**config.mk**
```make
export PLATFORM = sky130hd
export DESIGN_NAME = pbch_payload_interleave_scramble_crc_top
export DESIGN_NICKNAME = d
export VERILOG_FILES = /design/src/pisc_pkg.sv /design/src/pisc_dp.sv /design/src/pisc_ctrl.sv /design/src/pbch_payload_interleave_scramble_crc_top.sv
export SDC_FILE = /design/constraint.sdc
export NUM_CORES = 1
export LEC_CHECK = 0
export ABC_AREA = 1
export BUFFER_PORTS_ARGS = -buffer_cell sky130_fd_sc_hd__buf_4
export CORE_MARGIN = 5
export CORE_UTILIZATION = 45
export DETAILED_ROUTE_END_ITERATION = 12
export RECOVER_POWER = 100
export SLEW_MARGIN = 10
export SYNTH_ARGS = -nofsm -noshare
export SYNTH_HDL_FRONTEND = slang
export SYNTH_HIERARCHICAL = 1
export SYNTH_SLANG_ARGS = --single-unit
export TNS_END_PERCENT = 20
```
**constraint.sdc**
```tcl
create_clock -name clk -period 10.4 [get_ports clk]
set_input_delay 1.04 -clock clk [delete_from_list [all_inputs] [get_ports clk]]
set_output_delay 1.04 -clock clk [all_outputs]
set_load 0.02 [all_outputs]
```
**src/pisc_pkg.sv**
```systemverilog
// ----------------------------------------------------------------------------
// pisc_pkg
// Shared types, constants and bit-mapping functions for the PBCH payload
// interleave / scramble / CRC24C block.
// ----------------------------------------------------------------------------
package pisc_pkg;

  localparam int WordBits  = 32;
  localparam int MsgBits   = 24;
  localparam int CrcBits   = 24;
  localparam int GoldBits  = 31;
  localparam int GoldSkip  = 1600;
  localparam int CntBits   = 11;   // holds skip + worst advance (1687)
  localparam int IdxBits   = 5;    // one position of the 32-bit word
  localparam int OtherStart = 14;

  localparam logic [CrcBits-1:0] CrcPoly = 24'hB2B117;

  // configuration register indexes
  localparam logic CfgCellId = 1'b0;
  localparam logic CfgLmax64 = 1'b1;

  // interleaver: slot -> word position
  localparam logic [4:0] IlvTab [WordBits] = '{
    5'd16, 5'd23, 5'd18, 5'd17, 5'd8,  5'd30, 5'd10, 5'd6,
    5'd24, 5'd7,  5'd0,  5'd5,  5'd3,  5'd2,  5'd1,  5'd4,
    5'd9,  5'd11, 5'd12, 5'd13, 5'd14, 5'd15, 5'd19, 5'd20,
    5'd21, 5'd22, 5'd25, 5'd26, 5'd27, 5'd28, 5'd29, 5'd31
  };

  typedef struct packed {
    logic [MsgBits-1:0] payload_bits;
    logic [9:0]  frame_number;
    logic        half_frame;
    logic [5:0]  block_index;
    logic [4:0]  subcarrier_offset;
  } in_item_t;

  typedef struct packed {
    logic [WordBits-1:0] scrambled_word;
    logic [CrcBits-1:0]  crc_value;
  } out_item_t;

  // controller -> datapath
  typedef struct packed {
    logic load;       // latch item, seed sequence, load skip count
    logic gold_step;  // advance sequence, count down skip
    logic seq_step;   // advance sequence, capture one output bit
    logic scr_load;   // form scrambled word, clear CRC
    logic crc_step;   // one CRC bit
    logic out_load;   // move result to output register
  } dp_cmd_t;

  // datapath -> controller
  typedef struct packed {
    logic cnt_last;
    logic idx_last;
    logic out_free;
  } dp_stat_t;

  // interleaved payload word before scrambling
  function automatic logic [WordBits-1:0] build_word(in_item_t it, logic l64);
    logic [WordBits-1:0] slot;
    logic [WordBits-1:0] w;
    slot = '0;
    w    = '0;
    for (int j = 0; j < 6; j++) slot[j] = it.payload_bits[j+1];
    slot[OtherStart] = it.payload_bits[0];
    for (int j = OtherStart + 1; j < WordBits; j++) slot[j] = it.payload_bits[j-8];
    slot[6]  = it.frame_number[3];
    slot[7]  = it.frame_number[2];
    slot[8]  = it.frame_number[1];
    slot[9]  = it.frame_number[0];
    slot[10] = it.half_frame;
    if (l64) begin
      slot[11] = it.block_index[5];
      slot[12] = it.block_index[4];
      slot[13] = it.block_index[3];
    end else begin
      slot[11] = it.subcarrier_offset[4];
      slot[12] = 1'b0;
      slot[13] = 1'b0;
    end
    for (int j = 0; j < WordBits; j++) w[IlvTab[j]] = slot[j];
    return w;
  endfunction

  // XOR with sequence bits, consuming the sequence only at unexcluded positions
  function automatic logic [WordBits-1:0] scramble(logic [WordBits-1:0] a,
                                                   logic [WordBits-1:0] seq,
                                                   logic l64);
    logic [WordBits-1:0] r;
    logic                skip;
    int                  k;
    r = a;
    k = 0;
    for (int i = 0; i < WordBits; i++) begin
      skip = (5'(i) == IlvTab[10]) || (5'(i) == IlvTab[7]) || (5'(i) == IlvTab[8]) ||
             (l64 && ((5'(i) == IlvTab[11]) || (5'(i) == IlvTab[12]) ||
                      (5'(i) == IlvTab[13])));
      if (!skip) begin
        r[i] = a[i] ^ seq[k[IdxBits-1:0]];
        k = k + 1;
      end
    end
    return r;
  endfunction

endpackage

```
**src/pisc_dp.sv**
```systemverilog
// ----------------------------------------------------------------------------
// pisc_dp
// Datapath: item registers, Gold LFSR pair, skip counter, bit index,
// sequence capture, CRC24C shift register and output register.
// ----------------------------------------------------------------------------
module pisc_dp (
  input  logic                clk,
  input  logic                rst,
  input  pisc_pkg::dp_cmd_t   cmd,
  output pisc_pkg::dp_stat_t  stat,
  input  pisc_pkg::in_item_t  in_data,
  input  logic [9:0]          cell_id,
  input  logic                lmax_is_64,
  output logic                out_valid,
  input  logic                out_stall,
  output pisc_pkg::out_item_t out_data
);

  logic [pisc_pkg::WordBits-1:0] word_a;
  logic                          l64;
  logic [pisc_pkg::GoldBits-1:0] x1;
  logic [pisc_pkg::GoldBits-1:0] x2;
  logic [pisc_pkg::CntBits-1:0]  cnt;
  logic [pisc_pkg::IdxBits-1:0]  idx;
  logic [pisc_pkg::WordBits-1:0] seq;
  logic [pisc_pkg::WordBits-1:0] scr;
  logic [pisc_pkg::CrcBits-1:0]  crc;

  logic                          gold_out;
  logic                          n1;
  logic                          n2;
  logic [4:0]                    m;
  logic [1:0]                    v;
  logic [pisc_pkg::CntBits-1:0]  adv;
  logic [pisc_pkg::CntBits-1:0]  cnt_init;
  logic                          fb;

  assign gold_out = x1[0] ^ x2[0];
  assign n1       = x1[0] ^ x1[3];
  assign n2       = x2[0] ^ x2[1] ^ x2[2] ^ x2[3];

  // advance M*v: M = 26 for 64 blocks else 29, v = sfn[2:1]
  assign m        = lmax_is_64 ? 5'd26 : 5'd29;
  assign v        = in_data.frame_number[2:1];
  assign adv      = (v[1] ? {5'd0, m, 1'b0} : '0) + (v[0] ? {6'd0, m} : '0);
  assign cnt_init = pisc_pkg::CntBits'(pisc_pkg::GoldSkip) + adv;

  assign fb = crc[pisc_pkg::CrcBits-1] ^ scr[idx];

  assign stat.cnt_last = (cnt == pisc_pkg::CntBits'(1));
  assign stat.idx_last = (idx == '1);
  assign stat.out_free = !out_valid || !out_stall;

  // item, Gold LFSR, skip counter, sequence, CRC and output registers
  always_ff @(posedge clk) begin
    if (cmd.load) begin
      word_a <= pisc_pkg::build_word(in_data, lmax_is_64);
      l64    <= lmax_is_64;
      x1     <= pisc_pkg::GoldBits'(1);
      x2     <= {21'd0, cell_id};
      cnt    <= cnt_init;
    end
    if (cmd.gold_step) begin
      x1  <= {n1, x1[pisc_pkg::GoldBits-1:1]};
      x2  <= {n2, x2[pisc_pkg::GoldBits-1:1]};
      cnt <= cnt - pisc_pkg::CntBits'(1);
    end
    if (cmd.seq_step) begin
      x1  <= {n1, x1[pisc_pkg::GoldBits-1:1]};
      x2  <= {n2, x2[pisc_pkg::GoldBits-1:1]};
      seq <= {gold_out, seq[pisc_pkg::WordBits-1:1]};
    end
    if (cmd.scr_load) begin
      scr <= pisc_pkg::scramble(word_a, seq, l64);
      crc <= '0;
    end
    if (cmd.crc_step) begin
      crc <= {crc[pisc_pkg::CrcBits-2:0], 1'b0} ^ (fb ? pisc_pkg::CrcPoly : '0);
    end
    if (cmd.out_load) begin
      out_data.scrambled_word <= scr;
      out_data.crc_value      <= crc;
    end
  end

  // control state
  always_ff @(posedge clk) begin
    if (rst) begin
      idx       <= '0;
      out_valid <= 1'b0;
    end else begin
      if (cmd.load || cmd.scr_load) begin
        idx <= '0;
      end else if (cmd.seq_step || cmd.crc_step) begin
        idx <= idx + 1'b1;
      end
      if (cmd.out_load) begin
        out_valid <= 1'b1;
      end else if (!out_stall) begin
        out_valid <= 1'b0;
      end
    end
  end

endmodule

```
**src/pisc_ctrl.sv**
```systemverilog
// ----------------------------------------------------------------------------
// pisc_ctrl
// Controller: sequences skip, sequence capture, scramble, CRC and hand-off.
// ----------------------------------------------------------------------------
module pisc_ctrl (
  input  logic               clk,
  input  logic               rst,
  input  logic               in_valid,
  output logic               in_stall,
  input  pisc_pkg::dp_stat_t stat,
  output pisc_pkg::dp_cmd_t  cmd
);

  typedef enum logic [2:0] {
    IDLE,
    SKIP,
    SEQ,
    SCR,
    CRC,
    HOLD
  } state_t;

  state_t state;

  assign in_stall = (state != IDLE);

  always_comb begin
    cmd           = '0;
    cmd.load      = (state == IDLE) && in_valid;
    cmd.gold_step = (state == SKIP);
    cmd.seq_step  = (state == SEQ);
    cmd.scr_load  = (state == SCR);
    cmd.crc_step  = (state == CRC);
    cmd.out_load  = (state == HOLD) && stat.out_free;
  end

  always_ff @(posedge clk) begin
    if (rst) begin
      state <= IDLE;
    end else begin
      unique case (state)
        IDLE: begin
          if (in_valid) state <= SKIP;
        end
        SKIP: begin
          if (stat.cnt_last) state <= SEQ;
        end
        SEQ: begin
          if (stat.idx_last) state <= SCR;
        end
        SCR: begin
          state <= CRC;
        end
        CRC: begin
          if (stat.idx_last) state <= HOLD;
        end
        HOLD: begin
          if (stat.out_free) state <= IDLE;
        end
        default: begin
          state <= IDLE;
        end
      endcase
    end
  end

endmodule

```
**src/pbch_payload_interleave_scramble_crc_top.sv**
```systemverilog
// ----------------------------------------------------------------------------
// pbch_payload_interleave_scramble_crc_top
// Items are taken one at a time: a new item is accepted only while idle,
//   after the previous result has moved to the output register. The Gold
//   LFSR steps one position per cycle over 1600 + M*v + 32 positions, with
//   M = 29 (26 with 64 blocks) and v = sfn[2:1].
// Reset (rst, synchronous): controller idle, output empty, cell_id and
//   lmax_is_64 cleared to 0.
// ----------------------------------------------------------------------------
module pbch_payload_interleave_scramble_crc_top (
  input  logic                clk,
  input  logic                rst,
  // input channel
  input  logic                in_valid,
  output logic                in_stall,
  input  pisc_pkg::in_item_t  in_data,
  // output channel
  output logic                out_valid,
  input  logic                out_stall,
  output pisc_pkg::out_item_t out_data,
  // configuration write port
  input  logic                cfg_we,
  input  logic                cfg_index,
  input  logic [9:0]          cfg_data
);

  // Configuration registers, sampled when a beat is taken. The user must write
  // them only while idle; the block does not enforce it. lmax_is_64 is held per item.
  logic [9:0] cell_id;
  logic       lmax_is_64;

  always_ff @(posedge clk) begin
    if (rst) begin
      cell_id    <= '0;
      lmax_is_64 <= 1'b0;
    end else if (cfg_we) begin
      unique case (cfg_index)
        pisc_pkg::CfgCellId: cell_id    <= cfg_data;
        pisc_pkg::CfgLmax64: lmax_is_64 <= cfg_data[0];
        default: ;
      endcase
    end
  end

  pisc_pkg::dp_cmd_t  cmd;
  pisc_pkg::dp_stat_t stat;

  // Controller: IDLE -> SKIP (1600 + M*v LFSR steps) -> SEQ (32 steps,
  // capture sequence) -> SCR (scramble word) -> CRC (32 bit
  // steps, position 0 first) -> HOLD (wait for output register) -> IDLE.
  pisc_ctrl u_ctrl (
    .clk      (clk),
    .rst      (rst),
    .in_valid (in_valid),
    .in_stall (in_stall),
    .stat     (stat),
    .cmd      (cmd)
  );

  // Datapath: interleaver mapping on load, Gold sequence pair, scramble
  // with excluded positions, serial CRC24C, output register. The output
  // register frees the controller as soon as a result is parked there.
  pisc_dp u_dp (
    .clk        (clk),
    .rst        (rst),
    .cmd        (cmd),
    .stat       (stat),
    .in_data    (in_data),
    .cell_id    (cell_id),
    .lmax_is_64 (lmax_is_64),
    .out_valid  (out_valid),
    .out_stall  (out_stall),
    .out_data   (out_data)
  );

endmodule

```
* After elaboration in Yosys (flattened, before gate mapping)
Index checks and enable logic that the tools add are counted.
** Word-level totals
- Input bits :: 62
- Flip-flop bits (word level) :: 270
- Output and inout bits :: 58
** Cells by class
- Bitwise operators :: 37
- Order comparisons :: 29
- Equal/unequal tests :: 13
- Reductions and logical operators :: 16
- Multiplexer cells :: 115
- $add $sub $neg :: 31
** Operator list (count)
- $mux W31 :: 6
- $lt A5 B6 Y1 const B :: 29
- $mux W5 :: 32
- $bmux W1 S5 :: 29
- $add A5 B2 Y5 const B :: 27
- $mux W24 :: 3
- $mux W1 :: 35
- $xor A1 B1 Y1 :: 35
- $xor A24 B24 Y24 :: 1
- $mux W11 :: 2
- $mux W3 :: 6
- $pmux W3 S6 :: 1
- $add A11 B11 Y11 :: 1
- $add A11 B11 Y11 const A :: 1
- $eq A11 B1 Y1 const B :: 1
- $sub A11 B1 Y11 const B :: 1
- $eq A3 B2 Y1 const B :: 2
- $eq A3 B3 Y1 const B :: 2
- $mux W6 :: 1
- $ne A2 B1 Y1 const B :: 3
- $ne A2 B2 Y1 const B :: 3
- $reduce_bool A3 Y1 :: 2
- $add A5 B1 Y5 const B :: 1
- $eq A5 B5 Y1 const B :: 1
- other kinds (10) :: 16

* Longest topological paths before layout
Gate-level depths: netlist of the first run.
- Word-level depth :: 62
- Depth in mapped cells :: 15
- Depth with buffers taken out :: 12

* Modules after synthesis
The synthesis of the first run kept the hierarchy.
** By module, submodules not included
- pisc_dp :: instances 1, cells an instance 777, area an instance 10013.4 um2, sequential area each 7627.3 um2
- pbch_payload_interleave_scramble_crc_top :: instances 1, cells an instance 70, area an instance 471.7 um2, sequential area each 220.2 um2
- pisc_ctrl :: instances 1, cells an instance 43, area an instance 252.7 um2, sequential area each 60.1 um2

* Worst setup path before layout of the first run
No wires, ideal clock.
- Kind :: input -> register
- From :: in out_stall
- To :: reg u_dp/out_data[0] (netlist name)
- Stages :: 3
- Path slack :: 3.270 ns
- Arrival :: 6.518 ns
- Path buffers :: 0
- Library setup time :: 0.611 ns
- Cells stage by stage :: nand2_1 inv_1 nor4_1
** RTL lines
- from (decl) :: line pbch_payload_interleave_scramble_crc_top.sv:19 : input logic out_stall,

==> impl_metrics.tcl, run 1 <==
set metrics [dict create \
    die_w_um 164 \
    setup_viol 0 \
    fmax_mhz 193 \
    wl_um 19300 \
    die_y_um 164 \
    antenna_cells 0 \
    route.detailed.drc 0 \
    relSlewSlack_pct -92.7 \
    cts_resized 0 \
    r2r-end "u_dp/x2[7]" \
    r2r_setup_slack_ns 5.23 \
    num_vias 6258 \
    critPathMaxFanout 64 \
    cts_root_buf "clkbuf_16" \
    timing.critical_path.from "u_ctrl/state[2]" \
    cts.htree.levels 1 \
    slew_violations 234 \
    power_density_nw_per_um2 273 \
    required_ns 10.67 \
    cts_tree "done" \
    syn_nets 959 \
    cellLeakagePower_nw 4.89 \
    synthesis.area_um2 10700 \
    first_global_vias 6047 \
    worst_ir_drop_vdd_mv 0.159 \
    post-route-util_pct 53.0 \
    worst_pin_slew_ns 2.88 \
    rsz0062_at_grt "no" \
    port_buffers 106 \
    synth_ff_type "edfxtp_1" \
    setup_slack_ns 5.23 \
    initial_core_util_pct 45.7 \
    core_area_um2 23500 \
    layout.nets 1077 \
    synthToLayoutAreaGrowth_pct 15.8 \
    worstPathArrival_ns 5.45 \
    ys_warn_count 6 \
    cts.path.max_buffers 3 \
    cts_sinks 270 \
    crit_type "flop to flop" \
    critPathCaptureType "flop" \
    dp_hpwl_um 12600 \
    wl_per_cell_um 14.3 \
    fillers 2121 \
    grt_max_degree 65 \
    die-area_um2 27100 \
    cp-start-kind "flop" \
    async_reset_ff_share_pct 0 \
    synth_cell_types 32 \
    initialDrtViolationCount 297 \
    violations "max-capacitance violations, max-slew violations" \
    cts_buffers 27 \
    dpl_worst_slack_ns 7.39 \
    drive_gt1_share_pct 8.95 \
    ys_seq_elements 270 \
    ys_seq_area_share_pct 73.6 \
    synth_edf_count 250 \
    cts.clk_slew.worst_paths_ns 0.06 \
    grt_pass1_wl_um 30900 \
    skew_ns 0.0122 \
    finalPower_mw 3.40 \
    gp_congestion 0.773 \
    pin_count 120 \
    cts_setup_buffers 0 \
    dr.pass1.iters 5 \
    hold_viol 0 \
    track_usage_pct 14.2 \
    post-route-period-util_pct 49.8 \
    tns_ns 0 \
    vias_per_cell 4.65 \
    rows 56 \
    hp-class "flop to flop" \
    reg2reg_from "u_ctrl/state[2]" \
    period_needed_ns 5.17 \
    clock_latency_ns 0.53 \
    status "complete, but fails checks" \
    crit_end "u_dp/x2[7]" \
    gr-total-overflow 0 \
    drv_cap 6 \
    avgSynthCellArea_um2 12.1 \
    ctsHoldBuffers 0 \
    grt_antenna_before_repair 0 \
    r2r_cells 9 \
    final_antenna_net_count 0 \
    fin_hold_ws_ns 0.423 \
    synth_cells 890 \
]
synthesized netlist by cell type (2+ instances only):
library cell  count  area, µm²
xor2_1           33        289
inv_1           118        443
buf_6             3       33.8
nand3_1          54        270
nor2_4            2       22.5
nand2_2           2       12.5
inv_2             7       26.3
clkinv_1          2       7.51
a21boi_0          2       15.0
nor3_1            3       15.0
buf_2             2       10.0
a21oi_1          21        105
a22oi_1           2       15.0
nand3_2           3       30.0
nor4_1            2       12.5
edfxtp_1        250       7510
o21ai_0          27        135
xnor2_1           3       26.3
nand2_1         182        683
buf_4             3       22.5
dfxtp_1          20        400
nor2_1          116        435
or2_2             4       25.0
ha_1              7       87.6
clkbuf_1         15       56.3
power by group:
part / leakage [nW] / internal (mW) / switching [mW] / total (mW)
Sequential: 2.52 / 1.61 / 0.131 / 1.74
Combinational: 1.94 / 0.203 / 0.513 / 0.716
Clock: 0.428 / 0.553 / 0.391 / 0.943
Total: 4.89 / 2.37 / 1.03 / 3.40
cells in the final DEF (no fill, tap or decap), types with 3 or more instances in the layout:
master / n
edfxtp_1: 250
nand2_1: 182
inv_1: 119
nor2_1: 115
clkbuf_1: 80
nand3_1: 56
xor2_1: 33
clkbuf_16: 27
o21ai_0: 27
a21oi_1: 21
clkbuf_4: 21
dfxtp_1: 20
buf_4: 16
clkinv_1: 8
ha_1: 7
clkinv_2: 5
inv_2: 4
clkinv_4: 4
bufinv_16: 3
nor2_4: 3
xnor2_1: 3
or2_2: 3
nor3_1: 3
through the flow:
stage / cells / area [µm²]
2_1_floorplan: 890 / 10700
3_3_place_gp: 1298 / 11900
3_5_place_dp: 1298 / 11900
4_1_cts: 1347 / 12800
5_1_grt: 1347 / 12400
6_report: 1347 / 12400
logic make-up (layout without fill, tap and decap cells):
logic type	count (synthesis)	count (layout)	synth area share, %
simple gates	370	370	14.1
flops	270	270	73.6
compound gates	55	55	2.71
buf+inv	151	289	5.64
xor+xnor	36	36	2.94
fa+ha+maj	7	7	0.816
mux	1	1	0.105
layout make-up:
class	count	area (µm²)	area share, %
multi-input combinational	469	2220	17.9
sequential	270	7910	63.6
timing repair buffer	112	559	4.50
inverter	128	482	3.87
clock buffer	32	694	5.58
clock inverter	17	174	1.40
tap	319	399	3.21
state kept, by name, summed over array words and instances, names as in the netlist:
signal / cells
u_dp/x1: 31
u_dp/cnt: 11
u_dp/out_valid: 1
u_dp/word_a: 32
cell_id: 10
u_dp/crc: 24
lmax_is_64: 1
u_dp/x2: 31
u_dp/scr: 32
u_dp/idx: 5
u_dp/l64: 1
u_dp/out_data: 56
u_ctrl/state: 3
u_dp/seq: 32
how the worst min path moves through the flow:
| stage | to | startpoint | slack [ns] | depth (start not counted) |
|---|---|---|---|---|
| 2_1_floorplan | u_dp/scr[0] | u_dp/word_a[0] | 0.40 | 0 |
| 3_3_place_gp | u_dp/scr[0] | u_dp/word_a[0] | 0.40 | 0 |
| 3_5_place_dp | u_dp/seq[28] | u_dp/seq[29] | 0.41 | 0 |
| 4_1_cts | u_dp/seq[28] | u_dp/seq[29] | 0.42 | 0 |
| 5_1_grt | u_dp/seq[28] | u_dp/seq[29] | 0.43 | 0 |
| 6_report | u_dp/seq[30] | u_dp/seq[31] | 0.42 | 0 |
critical path, cell delays in order (launching register included):
cell and delay (ns):
dfxtp_1 0.43, inv_1 0.13, nand3_1 0.15, inv_1 0.05, clkbuf_1 0.76, nor2_4 0.27
clkbuf_1 1.86, clkinv_1 0.93, nand2_1 0.24, nand2_1 0.08
layer usage:
metal | global-route usage (%) | routed length (µm)
met5 | 0 | 0
met4 | 3.82 | 363
met3 | 2.37 | 1150
met2 | 23.4 | 8980
met1 | 19.9 | 8830
Power figures use the tool's default switching activity.
==> run 2: changes to the inputs <==
- ABC_AREA: 1 -> 0
- clock period: 10.4 -> 4.9 ns (I/O delays scaled with it)
==> run 2 against run 1 <==
The flow still finishes with violations (max-capacitance violations, max-slew violations). Critical path depth decreased by 5. Design area grew 0.42%. Synthesized area fell by 0.75%. Largest power group unchanged. Highest routed layer is now met5.
==> impl_metrics.tcl, run 2 <==
set metrics [dict create \
    status "complete, but fails checks" \
    violations "max-capacitance violations, max-slew violations" \
    post-route-period-util_pct 72.1 \
    fin_hold_ws_ns 0.139 \
    ys_seq_elements 270 \
    synthSimpleGateAreaFrac_pct 9.74 \
    worstPathArrival_ns 3.69 \
    cts.htree.levels 1 \
    async_reset_ff_share_pct 0 \
    gp_congestion 0.783 \
    synthMuxAreaShare_pct 5.20 \
    synth_common_cells "edfxtp_1, xnor2_1, nor2b_1" \
    hp-class "input pin to flop" \
    clockPowerShare_pct 42.8 \
    synth_edf_count 250 \
    die_w_um 164 \
    cts_setup_buffers 0 \
    pin_count 120 \
    final_cell_mix "edfxtp_1, clkbuf_1, xnor2_1" \
    critPathMaxFanout 35 \
    core_area_um2 23400 \
    initialDrtViolationCount 283 \
    grt_pass1_wl_um 30100 \
    synthesis.area_um2 10700 \
    wl_um 19000 \
    antenna_cells 0 \
    power_density_nw_per_um2 417 \
    track_usage_pct 14.1 \
    crit_type "flop to flop" \
    r2r_cells 4 \
    dr.pass1.iters 4 \
    die_y_um 164 \
    slowest_stage "clkbuf_1" \
    hold_viol 0 \
    first_global_vias 5645 \
    syn_nets 716 \
    drive_gt1_share_pct 13.6 \
    post-route-util_pct 53.4 \
    clock_latency_ns 0.55 \
    cts_root_buf "clkbuf_16" \
    die-area_um2 26900 \
    rsz0062_at_grt "no" \
    required_ns 5.06 \
    layout_commonest_cell "edfxtp_1" \
    grt_antenna_before_repair 2 \
    fillers 2004 \
    max_stage_delay_ns 1.51 \
    worst_ir_drop_vdd_mv 0.232 \
    skew_ns 0.0233 \
    tns_ns 0 \
    initial_core_util_pct 45.5 \
    largest_reg_flops 56 \
    min_path_cells 1 \
    swShare_pct 20.4 \
    drv_cap 5 \
    gr-total-overflow 0 \
    p_comb_share_pct 5.2 \
    yosys.area_share.xor_xnor_pct 5.59 \
    path_buf_inv 1 \
    cp_top_family "buffers and inverters" \
    synth_top_family_by_area "simple AND/OR/NAND/NOR gates" \
    cts_sinks 270 \
    worst_pin_slew_ns 2.38 \
    synth_adder_area_share_pct 0.822 \
    p_int_mw 4.14 \
    port_buffers 106 \
    synth_cells 647 \
    setup_viol 0 \
    grt_max_degree 63 \
    synth_ff_type "edfxtp_1" \
    synthToLayoutAreaGrowth_pct 17.2 \
    cp-start-kind "flop" \
    synth_largest_area_cell "edfxtp_1" \
    avgSynthCellArea_um2 16.5 \
    synth_area_leaders "edfxtp_1, xnor2_1, mux2i_1, dfxtp_1, nor2b_1" \
    num_vias 5382 \
    cts_resized 0 \
    cts.clk_slew.worst_paths_ns 0.06 \
    period_needed_ns 3.53 \
    dp_hpwl_um 12300 \
    cts_buffers 28 \
    vias_per_cell 4.86 \
    wl_per_cell_um 17.2 \
    p_switching_mw 1.06 \
    ys_seq_area_share_pct 74.2 \
    worst-path-stages 4 \
    synth_most_common_cell "edfxtp_1" \
    fmax_mhz 283 \
    critPathCaptureType "flop" \
    slew_violations 157 \
    cts_tree "done" \
    layout.nets 836 \
    final_antenna_net_count 0 \
    top_register "u_dp/out_data" \
    synth_compound_area_share_pct 2.71 \
    cts.path.max_buffers 3 \
    synth_top_area_share_pct 70.4 \
    seqPwrFrac_pct 52.0 \
    relSlewSlack_pct -59.1 \
    worstPathCellList "or3_1 > nor2_4 > clkbuf_1 > or2_0" \
    route.detailed.drc 0 \
    rows 56 \
    ys_warn_count 6 \
    cellLeakagePower_nw 4.16 \
    ctsHoldBuffers 0 \
    synth_cell_types 46 \
]
## run 2: power groups by stage
stage / clock network, mW / registers (mW) / logic, mW
floorplan: 0 / 2.74 / 0.199
global placement: 0 / 2.75 / 0.270
detailed placement: 0 / 2.75 / 0.283
CTS: 2.28 / 2.71 / 0.285
global route: 2.39 / 2.72 / 0.301
finish: 2.23 / 2.71 / 0.271
## run 2: path summary, 6_finish.rpt
check	slack, ns	start	end
worst max-delay path	1.37	u_ctrl/state[1]	u_dp/cnt[3]
worst min-delay path	0.14	in_data[43]	u_dp/word_a[28]
worst max register to register	1.37	u_ctrl/state[1]	u_dp/cnt[3]
worst min register to register	0.42	u_dp/word_a[6]	u_dp/scr[6]
## run 2: through the flow
stage | power [mW] | std cells | setup slack, ns | instance area [µm²]
after floorplan | 2.94 | 647 | 1.06 | 10700
after global placement | 3.02 | 1056 | 2.11 | 11800
after detailed placement | 3.04 | 1056 | 2.07 | 11800
after CTS | 5.28 | 1108 | 2.03 | 12800
after global routing | 5.41 | 1108 | 1.11 | 12500
final | 5.21 | 1108 | 1.37 | 12500
## run 2: layout make-up
class	count	area (µm²)	share of cell area [%]
Clock inverter	19	249	1.99
Clock buffer	33	749	6.00
Timing Repair Buffer	115	601	4.81
Sequential cell	270	7910	63.3
Tap cell	319	399	3.20
Multi-Input combinational cell	345	2560	20.5
Inverter	7	26.3	0.210
## run 2: worst register-to-register path: cells and delay by family, from the launching register on
family / cells / cell delay [ns]
buffers and inverters: 1 / 1.51
and+or+nand+nor: 3 / 1.28
DFF: 1 / 0.38
## run 2: cells by family after synthesis
kind of cell | count (synthesis)
flops | 270
xor+xnor | 68
compound gates | 47
fa+ha+maj | 7
simple gates | 169
mux | 54
buf+inv | 32
## run 2: layer usage
metal | vias to the layer above | share of wire [%] | wire, µm | track usage [%]
li1 | 2618 | - | - | -
met1 | 2637 | 45 | 8610 | 19.4
met2 | 99 | 48 | 9200 | 23.0
met3 | 24 | 4.7 | 885 | 3.09
met4 | 4 | 1.6 | 306 | 3.35
met5 | - | 0.10 | 19 | 0
==> run 3: changes to the inputs <==
- PLACE_DENSITY: not set -> 0.66
- clock period: 4.9 -> 2.9 ns (I/O delays scaled with it)
==> run 3 against run 2 <==
The flow still finishes with violations (max-capacitance violations, max-slew violations). Critical path depth fell by 1. Core utilization is 0.77 points higher. First-iteration DRC count grew 9.5%. Non-clock buffer count grew 32. Combinational power grew 82%. Sequential share of layout area is 0.90 points lower. Critical path type unchanged. Critical endpoint is now u_dp/crc[1]. Largest cell class unchanged.
==> impl_metrics.tcl, run 3 (synthesized netlist as in run 2, its figures left out) <==
set metrics [dict create \
    critPathCaptureType "flop" \
    status "complete, but fails checks" \
    fmax_mhz 401 \
    clock_latency_ns 0.53 \
    drv_cap 1 \
    violations "max-capacitance violations, max-slew violations" \
    cts.path.max_buffers 3 \
    cts_resized 0 \
    final_cell_mix "edfxtp_1, clkbuf_1, xnor2_1" \
    max_stage_delay_ns 0.76 \
    cp_top_family "simple AND/OR/NAND/NOR gates" \
    grt_max_degree 57 \
    vias_per_cell 4.84 \
    hp-class "input pin to flop" \
    track_usage_pct 14.2 \
    worstPathArrival_ns 2.66 \
    cts_buffers 26 \
    r2r_cells 3 \
    slew_violations 29 \
    largest_reg_flops 56 \
    cts_setup_buffers 0 \
    synthToLayoutAreaGrowth_pct 18.9 \
    crit_type "flop to flop" \
    skew_ns 0.0190 \
    worst_ir_drop_vdd_mv 0.449 \
    wl_um 19100 \
    required_ns 3.07 \
    cts.htree.levels 1 \
    layout_commonest_cell "edfxtp_1" \
    path_buf_inv 1 \
    fillers 1957 \
    reg2reg_from "u_ctrl/state[0]" \
    rows 56 \
    grt_antenna_before_repair 1 \
    rsz0062_at_grt "no" \
    cts_root_buf "clkbuf_16" \
    initial_core_util_pct 45.5 \
    tns_ns 0 \
    num_vias 5501 \
    pin_count 120 \
    power_density_nw_per_um2 668 \
    cellLeakagePower_nw 4.21 \
    final_cell_count_no_fill 1137 \
    port_buffers 106 \
    fin_hold_ws_ns 0.0262 \
    initialDrtViolationCount 310 \
    die_w_um 164 \
    dp_hpwl_um 12500 \
    cp-start-kind "flop" \
    r2r-end "u_dp/crc[1]" \
    gp_congestion 0.787 \
    grt_pass1_wl_um 30500 \
    drive_gt1_share_pct 13.0 \
    worst-path-stages 3 \
    dp.cells 1059 \
    gr-total-overflow 0 \
    final_antenna_net_count 0 \
    relSlewSlack_pct -23.9 \
    period_needed_ns 2.50 \
    first_global_vias 5732 \
    cts.clk_slew.worst_paths_ns 0.06 \
    ctsHoldBuffers 29 \
    hold_viol 0 \
    die-area_um2 26900 \
    critPathMaxFanout 24 \
    regArea_um2 7910 \
    r2r_setup_slack_ns 0.40 \
    hold_path_end "u_dp/out_valid" \
    worstPathCellList "and3_1 > clkbuf_1 > or2_2" \
    post-route-period-util_pct 86.1 \
    min_from "out_stall" \
    cts_tree "done" \
    wl_per_cell_um 16.8 \
    multi_input_area_um2 2570 \
    cts_sinks 270 \
    slowest_stage "clkbuf_1" \
    dr.pass1.iters 4 \
    setup_viol 0 \
    min_path_cells 3 \
    core_area_um2 23400 \
    die_y_um 164 \
    worst_pin_slew_ns 1.86 \
    layout.nets 866 \
    route.detailed.drc 0 \
    top_register "u_dp/out_data" \
]
[run 3: cell types whose count changed in the layout (fill, tap and decap cells not counted), sizes merged]
cell,previous run,this run
clkinvlp,0,3
clkbuf,127,125
diode,0,1
dlygate4sd3,0,29
bufinv,5,4
buf,21,20
[run 3: metrics by stage]
stage	area (µm²)	util [%]	total power [mW]	worst slack, ns
after floorplan	10700	-	4.96	0.0491
after global placement	11800	50.6	5.11	0.642
after detailed placement	11800	50.6	5.14	0.550
after CTS	13000	55.5	8.58	0.547
after global routing	12700	54.1	8.78	0.220
final	12700	54.1	8.46	0.404
[run 3: layout make-up]
type / count / area share (%)
clock inverter: 21 / 1.71
multi-input combinational: 345 / 20.3
clock buffer: 27 / 5.16
timing repair buffer: 147 / 7.03
inverter: 7 / 0.207
antenna: 1 / 0.0197
tap: 319 / 3.15
sequential: 270 / 62.4
[run 3: worst max path at each step]
| stage | from | end | slack (ns) |
|---|---|---|---|
| final | u_ctrl/state[0] | u_dp/crc[1] | 0.40 |
| after global placement | u_dp/idx[1] | u_dp/crc[4] | 0.64 |
| after detailed placement | u_dp/idx[1] | u_dp/crc[21] | 0.55 |
| after CTS | u_dp/idx[1] | u_dp/crc[21] | 0.55 |
| after floorplan | u_ctrl/state[1] | u_dp/x1[0] | 0.05 |
| after global routing | u_dp/l64 | u_dp/scr[21] | 0.22 |
[run 3: routing by layer]
metal	share of wire, %	wire length [µm]	track usage [%]	up-vias
li1	-	-	-	2674
met1	46	8720	19.6	2680
met3	5.2	989	3.19	32
met5	0	0	0	-
met2	47	9080	23.3	115
met4	1.8	338	3.35	0
[run 3: where the power goes]
group | internal (mW) | switching (mW) | total (mW)
Sequential | 4.49 | 0.0837 | 4.57
Clock | 2.00 | 1.40 | 3.40
Combinational | 0.234 | 0.259 | 0.493
Total | 6.72 | 1.74 | 8.46
[run 3: worst min-delay path: cells and delay by family]
family / cells / cell delay (ns)
buffers and inverters: 1 / 0.08
and+or+nand+nor: 1 / 0.08
AOI/OAI and AO/OA: 1 / 0.05
